## config.mk

```make
export PLATFORM = sky130hd
export DESIGN_NAME = buddy_order_free_list_unit_flat
export DESIGN_NICKNAME = d
export VERILOG_FILES = /design/src/hdl/bofl_pkg.sv /design/src/hdl/bofl_if.sv /design/src/hdl/bofl_cell.sv /design/src/hdl/bofl_row.sv /design/src/hdl/buddy_order_free_list_unit.sv /design/src/flat_wrapper.sv
export VERILOG_INCLUDE_DIRS = /design/src /design/src/hdl
export SDC_FILE = /design/constraint.sdc
export NUM_CORES = 2
export LEC_CHECK = 0
export ABC_AREA = 0
export BUFFER_PORTS_ARGS = -buffer_cell sky130_fd_sc_hd__clkbuf_2
export CAP_MARGIN = 20
export CORE_ASPECT_RATIO = 0.7
export CORE_MARGIN = 2
export CORE_UTILIZATION = 60
export DETAILED_ROUTE_END_ITERATION = 10
export PLACE_DENSITY = 0.76
export SLEW_MARGIN = 15
export SYNTH_ARGS = -nofsm -noshare
export SYNTH_HDL_FRONTEND = slang
export SYNTH_SLANG_ARGS = --single-unit
```

## constraint.sdc

```tcl
create_clock -name clk -period 23.9 [get_ports clk]
set_input_delay 4.78 -clock clk [delete_from_list [all_inputs] [get_ports clk]]
set_output_delay 4.78 -clock clk [all_outputs]
set_load 0.1 [all_outputs]
```

## src/hdl/buddy_order_free_list_unit_assert.svh

```systemverilog
// Assertion macros for the buddy order free list unit.
// Used by the top level only; has no other dependencies.
`ifndef BUDDY_ORDER_FREE_LIST_UNIT_ASSERT_SVH
`define BUDDY_ORDER_FREE_LIST_UNIT_ASSERT_SVH
`ifndef SYNTHESIS
// Same-cycle implication, disabled while reset is low.
`define BOFL_ASSERT_IMP(lbl, ck, rn, ante, cons) \
  lbl: assert property (@(posedge ck) disable iff (!rn) (ante) |-> (cons)) \
    else $error("bofl assertion failed");
// Next-cycle implication, disabled while reset is low.
`define BOFL_ASSERT_NXT(lbl, ck, rn, ante, cons) \
  lbl: assert property (@(posedge ck) disable iff (!rn) (ante) |=> (cons)) \
    else $error("bofl assertion failed");
`else
`define BOFL_ASSERT_IMP(lbl, ck, rn, ante, cons)
`define BOFL_ASSERT_NXT(lbl, ck, rn, ante, cons)
`endif
`endif

```

## src/hdl/bofl_pkg.sv

```systemverilog
// Shared constants, types and codes of the buddy order free list unit.
// No dependencies.
package bofl_pkg;

  localparam int MAX_HOLES = 16;
  localparam int ADDR_BITS = 10;
  localparam int CNT_W     = $clog2(MAX_HOLES + 1);
  localparam int IDX_W     = $clog2(MAX_HOLES);
  localparam int SLOT_W    = 4;
  localparam int CMD_W     = 2;
  localparam int ST_W      = 3;

  typedef logic [ADDR_BITS-1:0] addr_t;
  typedef logic [ADDR_BITS:0]   wide_t;
  typedef logic [CNT_W-1:0]     cnt_t;
  typedef logic [CMD_W-1:0]     cmd_t;
  typedef logic [ST_W-1:0]      status_t;
  typedef logic [SLOT_W-1:0]    slot_t;

  localparam cmd_t CMD_ADD    = 2'd0;
  localparam cmd_t CMD_REMOVE = 2'd1;
  localparam cmd_t CMD_TAKE   = 2'd2;
  localparam cmd_t CMD_FIND   = 2'd3;

  localparam status_t ST_OK     = 3'd0;
  localparam status_t ST_FULL   = 3'd1;
  localparam status_t ST_EMPTY  = 3'd2;
  localparam status_t ST_ABSENT = 3'd3;
  localparam status_t ST_NOPAIR = 3'd4;

  // One-hot row operation for the current cycle (all low means hold).
  typedef struct packed {
    logic ins;
    logic rem;
    logic take;
    logic load;
    logic scan;
  } row_ctrl_t;

  typedef struct packed {
    status_t status;
    addr_t   result_address;
    cnt_t    hole_count;
  } res_t;

endpackage

```

## src/hdl/bofl_if.sv

```systemverilog
// Handshake channel interfaces of the buddy order free list unit.
// Depends on bofl_pkg.
interface bofl_in_if;
  import bofl_pkg::*;
  logic  valid;
  logic  ready;
  cmd_t  cmd;
  addr_t address;
  modport source (output valid, cmd, address, input ready);
  modport sink (input valid, cmd, address, output ready);
endinterface

interface bofl_out_if;
  import bofl_pkg::*;
  logic    valid;
  logic    ready;
  status_t status;
  addr_t   result_address;
  cnt_t    hole_count;
  modport source (output valid, status, result_address, hole_count, input ready);
  modport sink (input valid, status, result_address, hole_count, output ready);
endinterface

```

## src/hdl/bofl_cell.sv

```systemverilog
// One cell of the sorted hole row: a held address plus a shadow copy used
// by the buddy sweep. Depends on bofl_pkg.
module bofl_cell (
  input  logic                clk,
  input  bofl_pkg::row_ctrl_t ctrl,
  input  bofl_pkg::addr_t     key,
  input  bofl_pkg::wide_t     size,
  input  bofl_pkg::wide_t     mask,
  input  logic                pair_ok,
  input  logic                held,
  input  logic                prev_ge,
  input  bofl_pkg::addr_t     prev_val,
  input  bofl_pkg::addr_t     next_val,
  input  logic                next_held,
  input  bofl_pkg::addr_t     next_sh,
  input  logic                next_shv,
  output bofl_pkg::addr_t     val,
  output logic                ge,
  output logic                match,
  output bofl_pkg::addr_t     sh,
  output logic                shv,
  output logic                hit
);
  import bofl_pkg::*;

  addr_t val_r, val_nxt;
  wide_t probe_r, probe_nxt;
  logic  cand_r, cand_nxt;
  addr_t sh_r, sh_nxt;
  logic  shv_r, shv_nxt;
  logic  hit_r, hit_nxt;

  always_comb begin
    ge    = !held || (val_r > key);
    match = held && (val_r == key);

    val_nxt = val_r;
    if (ctrl.ins) begin
      if (prev_ge) begin
        val_nxt = prev_val;
      end else if (ge) begin
        val_nxt = key;
      end
    end else if (ctrl.rem) begin
      if (held && (val_r >= key)) begin
        val_nxt = next_val;
      end
    end else if (ctrl.take) begin
      val_nxt = next_val;
    end

    probe_nxt = probe_r;
    cand_nxt  = cand_r;
    sh_nxt    = sh_r;
    shv_nxt   = shv_r;
    hit_nxt   = hit_r;
    if (ctrl.load) begin
      probe_nxt = {1'b0, val_r} + size;
      cand_nxt  = held && pair_ok && (({1'b0, val_r} & mask) == '0);
      sh_nxt    = next_val;
      shv_nxt   = next_held;
      hit_nxt   = 1'b0;
    end else if (ctrl.scan) begin
      hit_nxt = hit_r || (cand_r && shv_r && ({1'b0, sh_r} == probe_r));
      sh_nxt  = next_sh;
      shv_nxt = next_shv;
    end
  end

  always_ff @(posedge clk) begin
    val_r   <= val_nxt;
    probe_r <= probe_nxt;
    cand_r  <= cand_nxt;
    sh_r    <= sh_nxt;
    shv_r   <= shv_nxt;
    hit_r   <= hit_nxt;
  end

  assign val = val_r;
  assign sh  = sh_r;
  assign shv = shv_r;
  assign hit = hit_r;

endmodule

```

## src/hdl/bofl_row.sv

```systemverilog
// Row of MAX_HOLES cells with neighbor wiring and the lowest-hit select.
// Depends on bofl_pkg and bofl_cell.
module bofl_row (
  input  logic                           clk,
  input  bofl_pkg::row_ctrl_t            ctrl,
  input  bofl_pkg::addr_t                key,
  input  bofl_pkg::wide_t                size,
  input  bofl_pkg::wide_t                mask,
  input  logic                           pair_ok,
  input  logic [bofl_pkg::MAX_HOLES-1:0] held,
  output bofl_pkg::addr_t                first_addr,
  output logic                           match_any,
  output logic                           pair_found,
  output bofl_pkg::addr_t                pair_addr
);
  import bofl_pkg::*;

  addr_t                val_w [MAX_HOLES];
  addr_t                sh_w  [MAX_HOLES];
  logic [MAX_HOLES-1:0] ge_w;
  logic [MAX_HOLES-1:0] match_w;
  logic [MAX_HOLES-1:0] shv_w;
  logic [MAX_HOLES-1:0] hit_w;

  for (genvar i = 0; i < MAX_HOLES; i++) begin : g_cell
    logic  prev_ge_c;
    addr_t prev_val_c;
    addr_t next_val_c;
    logic  next_held_c;
    addr_t next_sh_c;
    logic  next_shv_c;

    if (i == 0) begin : g_first
      assign prev_ge_c  = 1'b0;
      assign prev_val_c = val_w[i];
    end else begin : g_mid
      assign prev_ge_c  = ge_w[i-1];
      assign prev_val_c = val_w[i-1];
    end

    if (i == MAX_HOLES - 1) begin : g_last
      assign next_val_c  = val_w[i];
      assign next_held_c = 1'b0;
      assign next_sh_c   = sh_w[i];
      assign next_shv_c  = 1'b0;
    end else begin : g_body
      assign next_val_c  = val_w[i+1];
      assign next_held_c = held[i+1];
      assign next_sh_c   = sh_w[i+1];
      assign next_shv_c  = shv_w[i+1];
    end

    bofl_cell u_cell (
      .clk       (clk),
      .ctrl      (ctrl),
      .key       (key),
      .size      (size),
      .mask      (mask),
      .pair_ok   (pair_ok),
      .held      (held[i]),
      .prev_ge   (prev_ge_c),
      .prev_val  (prev_val_c),
      .next_val  (next_val_c),
      .next_held (next_held_c),
      .next_sh   (next_sh_c),
      .next_shv  (next_shv_c),
      .val       (val_w[i]),
      .ge        (ge_w[i]),
      .match     (match_w[i]),
      .sh        (sh_w[i]),
      .shv       (shv_w[i]),
      .hit       (hit_w[i])
    );
  end

  assign first_addr = val_w[0];
  assign match_any  = |match_w;

  // The row is sorted, so the lowest cell with a hit holds the lowest pair.
  always_comb begin
    pair_found = 1'b0;
    pair_addr  = '0;
    for (int i = MAX_HOLES - 1; i >= 0; i--) begin
      if (hit_w[i]) begin
        pair_found = 1'b1;
        pair_addr  = val_w[i];
      end
    end
  end

endmodule

```

## src/hdl/buddy_order_free_list_unit.sv

```systemverilog
// Top level of the buddy order free list unit: control, result buffering.
// Depends on bofl_pkg, bofl_if, bofl_row and the assertion header.
//
// The unit keeps the free holes of one buddy order as an ascending sorted
// multiset of up to MAX_HOLES (16) start addresses, held in a row of cells.
// Add, remove and take-lowest transactions are accepted one per cycle while
// the unit is idle and no result is pending: every cell looks at its
// neighbors and shifts, so each update keeps the row sorted. During a
// find-buddy-pair transaction a shadow copy of the row sweeps one cell per
// cycle past every cell, and each cell records whether its aligned address
// plus the slot size went by; the done state then picks the lowest hit. The
// sweep length is what sets the find latency. Results leave through an
// output register backed by one pending slot, so a new transaction is still
// accepted while one finished result waits to be taken. slot_order is
// written through cfg_wr_en and cfg_wr_data, by the user only while the unit
// is idle (not enforced by the unit); it resets to 3. The store starts empty.
`include "buddy_order_free_list_unit_assert.svh"
module buddy_order_free_list_unit (
  input  logic                          clk,
  input  logic                          rst_n,
  input  logic                          cfg_wr_en,
  input  logic [bofl_pkg::SLOT_W-1:0]   cfg_wr_data,
  bofl_in_if.sink                       in_chan,
  bofl_out_if.source                    out_chan
);
  import bofl_pkg::*;

  localparam logic [1:0] S_IDLE = 2'd0;
  localparam logic [1:0] S_SCAN = 2'd1;
  localparam logic [1:0] S_DONE = 2'd2;

  logic [1:0]           state_r, state_nxt;
  logic [IDX_W-1:0]     scan_cnt_r, scan_cnt_nxt;
  slot_t                slot_order_r, slot_order_nxt;
  cnt_t                 held_cnt_r, held_cnt_nxt;
  logic                 out_valid_r, out_valid_nxt;
  res_t                 out_res_r, out_res_nxt;
  logic                 pend_valid_r, pend_valid_nxt;
  res_t                 pend_res_r, pend_res_nxt;

  logic                 in_acc;
  logic                 out_free;
  row_ctrl_t            ctrl;
  logic                 res_valid;
  res_t                 res;
  logic [MAX_HOLES-1:0] held;
  wide_t                size;
  wide_t                mask;
  logic                 pair_ok;
  addr_t                first_addr;
  logic                 match_any;
  logic                 pair_found;
  addr_t                pair_addr;

  assign in_chan.ready = (state_r == S_IDLE) && !pend_valid_r;
  assign in_acc        = in_chan.valid && in_chan.ready;
  assign out_free      = !out_valid_r || out_chan.ready;

  // A slot order at or beyond the address width leaves no room for a buddy.
  assign pair_ok = int'(slot_order_r) < ADDR_BITS;
  assign size    = wide_t'(1) << slot_order_r;
  assign mask    = (size << 1) - wide_t'(1);

  always_comb begin
    for (int i = 0; i < MAX_HOLES; i++) begin
      held[i] = CNT_W'(i) < held_cnt_r;
    end
  end

  bofl_row u_row (
    .clk        (clk),
    .ctrl       (ctrl),
    .key        (in_chan.address),
    .size       (size),
    .mask       (mask),
    .pair_ok    (pair_ok),
    .held       (held),
    .first_addr (first_addr),
    .match_any  (match_any),
    .pair_found (pair_found),
    .pair_addr  (pair_addr)
  );

  // Command decode and the sequencer for the buddy sweep.
  always_comb begin
    ctrl          = '0;
    res_valid     = 1'b0;
    res           = '0;
    state_nxt     = state_r;
    scan_cnt_nxt  = scan_cnt_r;
    held_cnt_nxt  = held_cnt_r;

    case (state_r)
      S_IDLE: begin
        res.hole_count = held_cnt_r;
        if (in_acc) begin
          res_valid = 1'b1;
          case (in_chan.cmd)
            CMD_ADD: begin
              if (held_cnt_r == CNT_W'(MAX_HOLES)) begin
                res.status = ST_FULL;
              end else begin
                ctrl.ins     = 1'b1;
                held_cnt_nxt = held_cnt_r + CNT_W'(1);
              end
            end
            CMD_REMOVE: begin
              if (match_any) begin
                ctrl.rem     = 1'b1;
                held_cnt_nxt = held_cnt_r - CNT_W'(1);
              end else begin
                res.status = ST_ABSENT;
              end
            end
            CMD_TAKE: begin
              if (held_cnt_r == '0) begin
                res.status = ST_EMPTY;
              end else begin
                ctrl.take          = 1'b1;
                res.result_address = first_addr;
                held_cnt_nxt       = held_cnt_r - CNT_W'(1);
              end
            end
            CMD_FIND: begin
              res_valid    = 1'b0;
              ctrl.load    = 1'b1;
              scan_cnt_nxt = '0;
              state_nxt    = S_SCAN;
            end
            default: begin
              res_valid = 1'b0;
            end
          endcase
          res.hole_count = held_cnt_nxt;
        end
      end
      S_SCAN: begin
        ctrl.scan    = 1'b1;
        scan_cnt_nxt = scan_cnt_r + IDX_W'(1);
        if (scan_cnt_r == IDX_W'(MAX_HOLES - 2)) begin
          state_nxt = S_DONE;
        end
      end
      S_DONE: begin
        res_valid          = 1'b1;
        res.status         = pair_found ? ST_OK : ST_NOPAIR;
        res.result_address = pair_found ? pair_addr : '0;
        res.hole_count     = held_cnt_r;
        state_nxt          = S_IDLE;
      end
      default: begin
        state_nxt = S_IDLE;
      end
    endcase
  end

  // Output register with one pending slot behind it.
  always_comb begin
    out_valid_nxt  = out_valid_r;
    out_res_nxt    = out_res_r;
    pend_valid_nxt = pend_valid_r;
    pend_res_nxt   = pend_res_r;
    if (out_free) begin
      if (pend_valid_r) begin
        out_valid_nxt  = 1'b1;
        out_res_nxt    = pend_res_r;
        pend_valid_nxt = res_valid;
        pend_res_nxt   = res;
      end else begin
        out_valid_nxt = res_valid;
        out_res_nxt   = res;
      end
    end else if (res_valid) begin
      pend_valid_nxt = 1'b1;
      pend_res_nxt   = res;
    end
  end

  assign slot_order_nxt = cfg_wr_en ? cfg_wr_data : slot_order_r;

  always_ff @(posedge clk) begin
    if (!rst_n) begin
      state_r      <= S_IDLE;
      scan_cnt_r   <= '0;
      slot_order_r <= SLOT_W'(3);
      held_cnt_r   <= '0;
      out_valid_r  <= 1'b0;
      pend_valid_r <= 1'b0;
    end else begin
      state_r      <= state_nxt;
      scan_cnt_r   <= scan_cnt_nxt;
      slot_order_r <= slot_order_nxt;
      held_cnt_r   <= held_cnt_nxt;
      out_valid_r  <= out_valid_nxt;
      pend_valid_r <= pend_valid_nxt;
    end
  end

  always_ff @(posedge clk) begin
    out_res_r  <= out_res_nxt;
    pend_res_r <= pend_res_nxt;
  end

  assign out_chan.valid          = out_valid_r;
  assign out_chan.status         = out_res_r.status;
  assign out_chan.result_address = out_res_r.result_address;
  assign out_chan.hole_count     = out_res_r.hole_count;

  // The hole count never passes the row length.
  `BOFL_ASSERT_IMP(a_cnt_bound, clk, rst_n, 1'b1, held_cnt_r <= CNT_W'(MAX_HOLES))
  // A waiting pending result always has a full output register ahead of it.
  `BOFL_ASSERT_IMP(a_pend_order, clk, rst_n, pend_valid_r, out_valid_r)
  // An accepted add into a store with room grows the count by one.
  `BOFL_ASSERT_NXT(a_add_grows, clk, rst_n, in_acc && (in_chan.cmd == CMD_ADD) && (held_cnt_r != CNT_W'(MAX_HOLES)), held_cnt_r == $past(held_cnt_r) + CNT_W'(1))
  // A find transaction never changes the hole count.
  `BOFL_ASSERT_NXT(a_find_keeps, clk, rst_n, state_r != S_IDLE, held_cnt_r == $past(held_cnt_r))

endmodule
```

## src/flat_wrapper.sv

```systemverilog
// flat-port wrapper written by rule: the top's interface ports become plain ports
module buddy_order_free_list_unit_flat import bofl_pkg::*;
  (clk, rst_n, cfg_wr_en, cfg_wr_data, in_chan_valid, in_chan_cmd, in_chan_address, in_chan_ready, out_chan_valid, out_chan_status, out_chan_result_address, out_chan_hole_count, out_chan_ready);
  bofl_in_if in_chan_i ();
  bofl_out_if out_chan_i ();
  input  logic clk;
  input  logic rst_n;
  input  logic cfg_wr_en;
  input  logic [bofl_pkg::SLOT_W-1:0] cfg_wr_data;
  input wire logic [$bits(in_chan_i.valid)-1:0] in_chan_valid;
  input wire logic [$bits(in_chan_i.cmd)-1:0] in_chan_cmd;
  input wire logic [$bits(in_chan_i.address)-1:0] in_chan_address;
  output wire logic [$bits(in_chan_i.ready)-1:0] in_chan_ready;
  output wire logic [$bits(out_chan_i.valid)-1:0] out_chan_valid;
  output wire logic [$bits(out_chan_i.status)-1:0] out_chan_status;
  output wire logic [$bits(out_chan_i.result_address)-1:0] out_chan_result_address;
  output wire logic [$bits(out_chan_i.hole_count)-1:0] out_chan_hole_count;
  input wire logic [$bits(out_chan_i.ready)-1:0] out_chan_ready;
  assign in_chan_i.valid = in_chan_valid;
  assign in_chan_i.cmd = in_chan_cmd;
  assign in_chan_i.address = in_chan_address;
  assign in_chan_ready = in_chan_i.ready;
  assign out_chan_valid = out_chan_i.valid;
  assign out_chan_status = out_chan_i.status;
  assign out_chan_result_address = out_chan_i.result_address;
  assign out_chan_hole_count = out_chan_i.hole_count;
  assign out_chan_i.ready = out_chan_ready;
  buddy_order_free_list_unit u_core (.clk(clk), .rst_n(rst_n), .cfg_wr_en(cfg_wr_en), .cfg_wr_data(cfg_wr_data), .in_chan(in_chan_i), .out_chan(out_chan_i));
endmodule
```

## Yosys cells after proc, flatten, opt, wreduce, memory -nomap -nowiden

Cells that the tools add are included.

- Flip-flop bits (word level): 583

- Add/subtract/negate cells: 19
- Magnitude comparators: 48
- Eq/ne operators: 72
- Shifts and indexed selects: 1
- Mux-type cells: 223
- Bitwise operators: 15
- Reductions and logical operators: 187

Operator list:

| cell | number |
|---|---|
| $mux W10 | 139 |
| $add A10 B11 Y11 | 15 |
| $and A10 B11 Y11 | 15 |
| $eq A10 B11 Y1 | 15 |
| $logic_not A11 Y1 | 15 |
| $eq A10 B10 Y1 | 16 |
| $gt A10 B10 Y1 | 16 |
| $ge A10 B10 Y1 | 15 |
| $logic_and A1 B1 Y1 | 93 |
| $mux W18 | 5 |
| $mux W1 | 60 |
| $reduce_and A3 Y1 | 17 |
| $ne A3 B2 Y1 const B | 15 |
| $ne A3 B3 Y1 const B | 14 |
| $lt A4 B5 Y1 const A | 8 |
| $pmux W18 S2 | 1 |
| $logic_or A1 B1 Y1 | 32 |
| $lt A3 B5 Y1 const A | 4 |
| $logic_not A1 Y1 | 18 |
| $mux W4 | 4 |
| $reduce_or A16 Y1 | 1 |
| $mux W5 | 3 |
| $pmux W5 S3 | 1 |
| $shl A1 B4 Y11 const A | 1 |
| other kinds (24) | 42 |

## Logic depth before layout (Yosys ltp)

- Depth in word-level cells: 19
- Mapped depth: 15
- Gate-level depth less buffers: 14

## By module

Synthesis repeated with hierarchy kept, for this count alone.

- Cells, all modules: 3823
- Area, all modules: 40895.5 um2

Modules (own cells, without submodules):

| module | instances | cells an instance | area each (um2) |
|---|---|---|---|
| bofl_cell (u_core.u_row.g_cell[0].u_cell ...) | 12 | 208 | 2293.4 |
| bofl_cell (u_core.u_row.g_cell[6].u_cell ...) | 4 | 208 | 2294.7 |
| buddy_order_free_list_unit | 1 | 295 | 2909.0 |
| bofl_row | 1 | 200 | 1286.2 |

## Worst setup path before layout

Ideal clock, no wire load.

- Kind: input -> register
- Start: input in_chan_valid
- End: register u_core.u_row.g_cell[0].u_cell.cand_r, enable pin
- Setup time: 0.629 ns
- Arrival: 10.956 ns
- Data required time: 23.271 ns
- Slack: 12.316 ns
- Cell stages on the path: 6
- Cells stage by stage: and2_1 -> clkbuf_1 -> nand3_1 -> inv_2 -> clkbuf_1 -> clkbuf_1

RTL lines:

| item | line | source |
|---|---|---|
| start, declared | flat_wrapper.sv:10 | `input wire logic [$bits(in_chan_i.valid)-1:0] in_chan_valid;` |
| end signal, assigned | bofl_cell.sv:73 | `cand_r <= cand_nxt;` |
| end, declared | bofl_cell.sv:28 | `logic cand_r, cand_nxt;` |

## Worst setup path in the final report

- Start: input in_chan_address[9]
- End: register u_core.u_row.g_cell[5].u_cell.val_r[1], enable pin

- Word-level cells in the longest chain between the ends: 9
- Elaborated cells between the ends (all ways): 47
- Those cells by class: 3 x order compare; 18 x eq/ne; 4 x mux; 22 x reduce/logical

RTL lines:

| item | line | source |
|---|---|---|
| start, declared | flat_wrapper.sv:12 | `input wire logic [$bits(in_chan_i.address)-1:0] in_chan_address;` |
| $eq A10 B10 Y1 | bofl_cell.sv:35 | `match = held && (val_r == key);` |
| $logic_and A1 B1 Y1 | bofl_cell.sv:35 |  |
| $reduce_or A16 Y1 | bofl_row.sv:77 | `assign match_any = \|match_w;` |
| $mux W1 | buddy_order_free_list_unit.sv:108 | `if (match_any) begin` |
| $mux W1 | buddy_order_free_list_unit.sv:98 | `case (in_chan.cmd)` |
| $mux W4 | buddy_order_free_list_unit.sv:96 | `if (in_acc) begin` |
| $mux W4 | buddy_order_free_list_unit.sv:93 | `case (state_r)` |
| $ne A3 B2 Y1 (no line) / $reduce_bool A3 Y1 (equally long branches) | -- |  |
| $reduce_and A3 Y1 (no line) (*) | -- |  |
| end signal, assigned | bofl_cell.sv:71 | `val_r <= val_nxt;` |
| end, declared | bofl_cell.sv:26 | `addr_t val_r, val_nxt;` |

Every way passes the cells marked *; elsewhere a longest branch is shown, timed or not.
A chain may end at the register's enable or synchronous reset.

==> flow_metrics.tcl <==
set metrics [dict create \
    status "finished, final reports clean" \
    p_total_mw 2.52 \
    cts_buffers 58 \
    antenna_found_initial 0 \
    ant_nets 0 \
    drt-wirelength-per-cell_um 27.2 \
    cp_num_buf_inv 3 \
    totalWireLength_um 129000 \
    finalInstanceArea_um2 40600 \
    clk_pin_slew_ps 70 \
    synthDistinctLibCells 78 \
    synth_top_area_cell "edfxtp_1" \
    power.leakage_nw 16.7 \
    core_area_um2 61600 \
    synth_edf_count 551 \
    cellPowerDensity_nw_per_um2 62.1 \
    drt_pass1_iterations 8 \
    yosysSeqAreaShare_pct 45.8 \
    worstPathCellList "clkbuf_2, clkinv_1, buf_4, ha_1, nand4_1, nor3_1, a221oi_1, nand4b_1, or3_1, nand3_1, o22ai_1, a21oi_1" \
    peakVddDrop_mv 0.0650 \
    ys_warn_count 0 \
    place.gp.congestion 1.04 \
    finalCritPeriodShare_pct 41.7 \
    die_w_um 303 \
    hold_path.class "flip-flop to flip-flop" \
    post-cts-setup-buffers 0 \
    setup_viol 0 \
    io_pins 41 \
    overflow 0 \
    grt_setup_unrepaired "no" \
    io_buffer_count 40 \
    finClkSkew_ps 46.6 \
    postCtsHoldBufs 0 \
    relSlewSlack_pct 14.4 \
    setup-tns-final_ps 0 \
    cp_slowest_cell "a21oi_1" \
    start_util_pct 60.8 \
    avgViaCountPerCell 6.66 \
    final_nets 4213 \
    synth_ff_type "edfxtp_1" \
    worst_slew_pin_slew_ps 1280 \
    syn_nets 4214 \
    netlist_area_um2 37500 \
    ys_top_cells_by_count "nand2_1 (717), edfxtp_1 (551), o21ai_0 (337)" \
    fp.dieH_um 213 \
    worstPathMaxFanout 18 \
    synth_area_leaders "edfxtp_1 (44%), ha_1 (11%), nand2_1 (7.2%)" \
    hpwl_um 89600 \
    fmax_ghz 0.100 \
    grt_max_degree 172 \
    synth_top_area_share_pct 44.1 \
    grt_pass1_vias 29000 \
    fin_util_pct 65.9 \
    clock_latency_ps 660 \
    drtIter0Drc 5088 \
    critPathTopFamily "simple AND/OR/NAND/NOR gates" \
    drc 0 \
    clockBufferDepth 3 \
    cts.htree.levels 2 \
    root_buffer "clkbuf_16" \
    async_flop_share_pct 0 \
    drv_slew 0 \
    hold_viol 0 \
    grt_usage_pct 39.9 \
    num_rows 76 \
    grt_pass1_wl_um 188000 \
    synthCells 3861 \
    cts_tree "built" \
    cp_slowest_stage_delay_ps 960 \
    cts_num_sinks 583 \
    vias 31500 \
    fin_crit_ps 9970 \
    cap_violations 0 \
    required_ps 24140 \
    worstSetupPathType "input pin to flip-flop" \
    syn_avg_cell_area_um2 9.71 \
    drive_above_1_share_pct 6.70 \
    cp-end-kind "flip-flop" \
    area_growth_pct 8.39 \
    cp.arrival_ps 10210 \
    die_area_um2 64500 \
    cts_resized 0 \
    yosysMostFrequentCell "nand2_1" \
    placed_area_um2 38700 \
    cp-start-kind "input pin" \
    ys_ff_latch 583 \
]
[metrics by stage]
| step | worst slack, ps | hold WS [ps] | instances |
|---|---|---|---|
| 5_1_grt | 13970 | 522 | 4728 |
| 3_3_place_gp | 13850 | 484 | 4616 |
| 6_report | 13930 | 522 | 4735 |
| 4_1_cts | 14330 | 510 | 4725 |
| 2_1_floorplan | 12320 | 450 | 3861 |
| 3_5_place_dp | 13690 | 493 | 4616 |
[path summary, 6_finish.rpt]
path | start | to | slack, ps | cells after the start
min reg2reg | u_core.u_row.g_cell[15].u_cell.sh[1]$_DFFE_PP_ | u_core.u_row.g_cell[14].u_cell.sh[1]$_DFFE_PP_ | 520 | 2
min | u_core.u_row.g_cell[15].u_cell.sh[1]$_DFFE_PP_ | u_core.u_row.g_cell[14].u_cell.sh[1]$_DFFE_PP_ | 520 | 2
max | in_chan_address[9] | u_core.u_row.g_cell[5].u_cell.val[1]$_DFFE_PP_ | 13930 | 12
max reg2reg | u_core.held_cnt_r[3]$_SDFFE_PN0P_ | u_core.u_row.g_cell[5].u_cell.val[1]$_DFFE_PP_ | 18530 | 8
[report_power, final]
group / leakage (nW) / internal [mW] / switching, mW
clock network: 0.946 / 0.538 / 0.422
logic: 10.4 / 0.106 / 0.229
registers: 5.40 / 1.18 / 0.0527
[sequential cells by signal, summed over array words and instances, names as in the netlist]
| signal | cells |
|---|---|
| u_core.u_row.g_cell.u_cell.probe_r | 165 |
| u_core.u_row.g_cell.u_cell.sh | 160 |
| u_core.u_row.g_cell.u_cell.val | 160 |
| u_core.pend_res_r | 18 |
| u_core.u_row.g_cell.u_cell.cand_r | 15 |
| u_core.u_row.g_cell.u_cell.hit | 15 |
| u_core.u_row.g_cell.u_cell.shv | 15 |
| u_core.out_chan.result_address | 10 |
| u_core.held_cnt_r | 5 |
| u_core.out_chan.hole_count | 5 |
| u_core.scan_cnt_r | 4 |
| u_core.slot_order_r | 4 |
| u_core.out_chan.status | 3 |
| u_core.state_r | 2 |
| u_core.out_chan.valid | 1 |
| u_core.pend_valid_r | 1 |
[final cells by class]
type                            instances  area (um^2)
Clock buffer                           72         1560
Clock inverter                         37          378
Multi-Input combinational cell       2930        19100
Antenna cell                            7         17.5
Inverter                              177          672
Sequential cell                       583        17200
Timing Repair Buffer                  110          742
Fill cell                            4943        21000
Tap cell                              819         1020
[worst reg2reg max path: cells and delay by family (launching register included)]
kind             cells  cell delay (ps)
AO/OA/AOI/OAI        4             1850
flip-flops           1              650
AND/OR/NAND/NOR      4             2450
[layout by cell type, fill, tap and decap left out, types with 30 or more instances in the layout]
cell type	count
a211oi_1	37
a21o_1	65
a21oi_1	277
a221oi_1	32
buf_4	67
clkbuf_16	59
clkbuf_2	40
dfxtp_1	30
edfxtp_1	551
ha_1	317
inv_1	167
mux2i_1	89
nand2_1	715
nand3_1	39
nand4_1	39
nor2_1	202
nor2b_1	46
nor3_1	68
nor4_1	59
o21ai_0	335
xnor2_1	85
xor2_1	174
[per-layer routing]
layer | GRT usage, % | routed length [um] | part of all wire, % | up-vias
li1 | - | - | - | 14000
met1 | 58.7 | 52300 | 41 | 14600
met2 | 54.3 | 50300 | 39 | 2481
met3 | 14.1 | 21400 | 17 | 359
met4 | 12.4 | 4640 | 3.6 | 4
met5 | 2.76 | 201 | 0.16 | -
[kinds of logic (layout without fill, tap and decap cells)]
kind of cell               after synthesis  after routing  synth area share, %
and+or+nand+nor                       1269           1269                 14.8
buffers and inverters                  348            396                 3.58
other                                    0              7                    0
AOI/OAI and AO/OA                      960            960                 15.4
DFF                                    583            583                 45.8
muxes                                  109            109                 2.98
xor gates and xnor gates               260            260                 6.07
adders and majority gates              332            332                 11.4
Note: power is estimated with default switching activity, not from simulation.
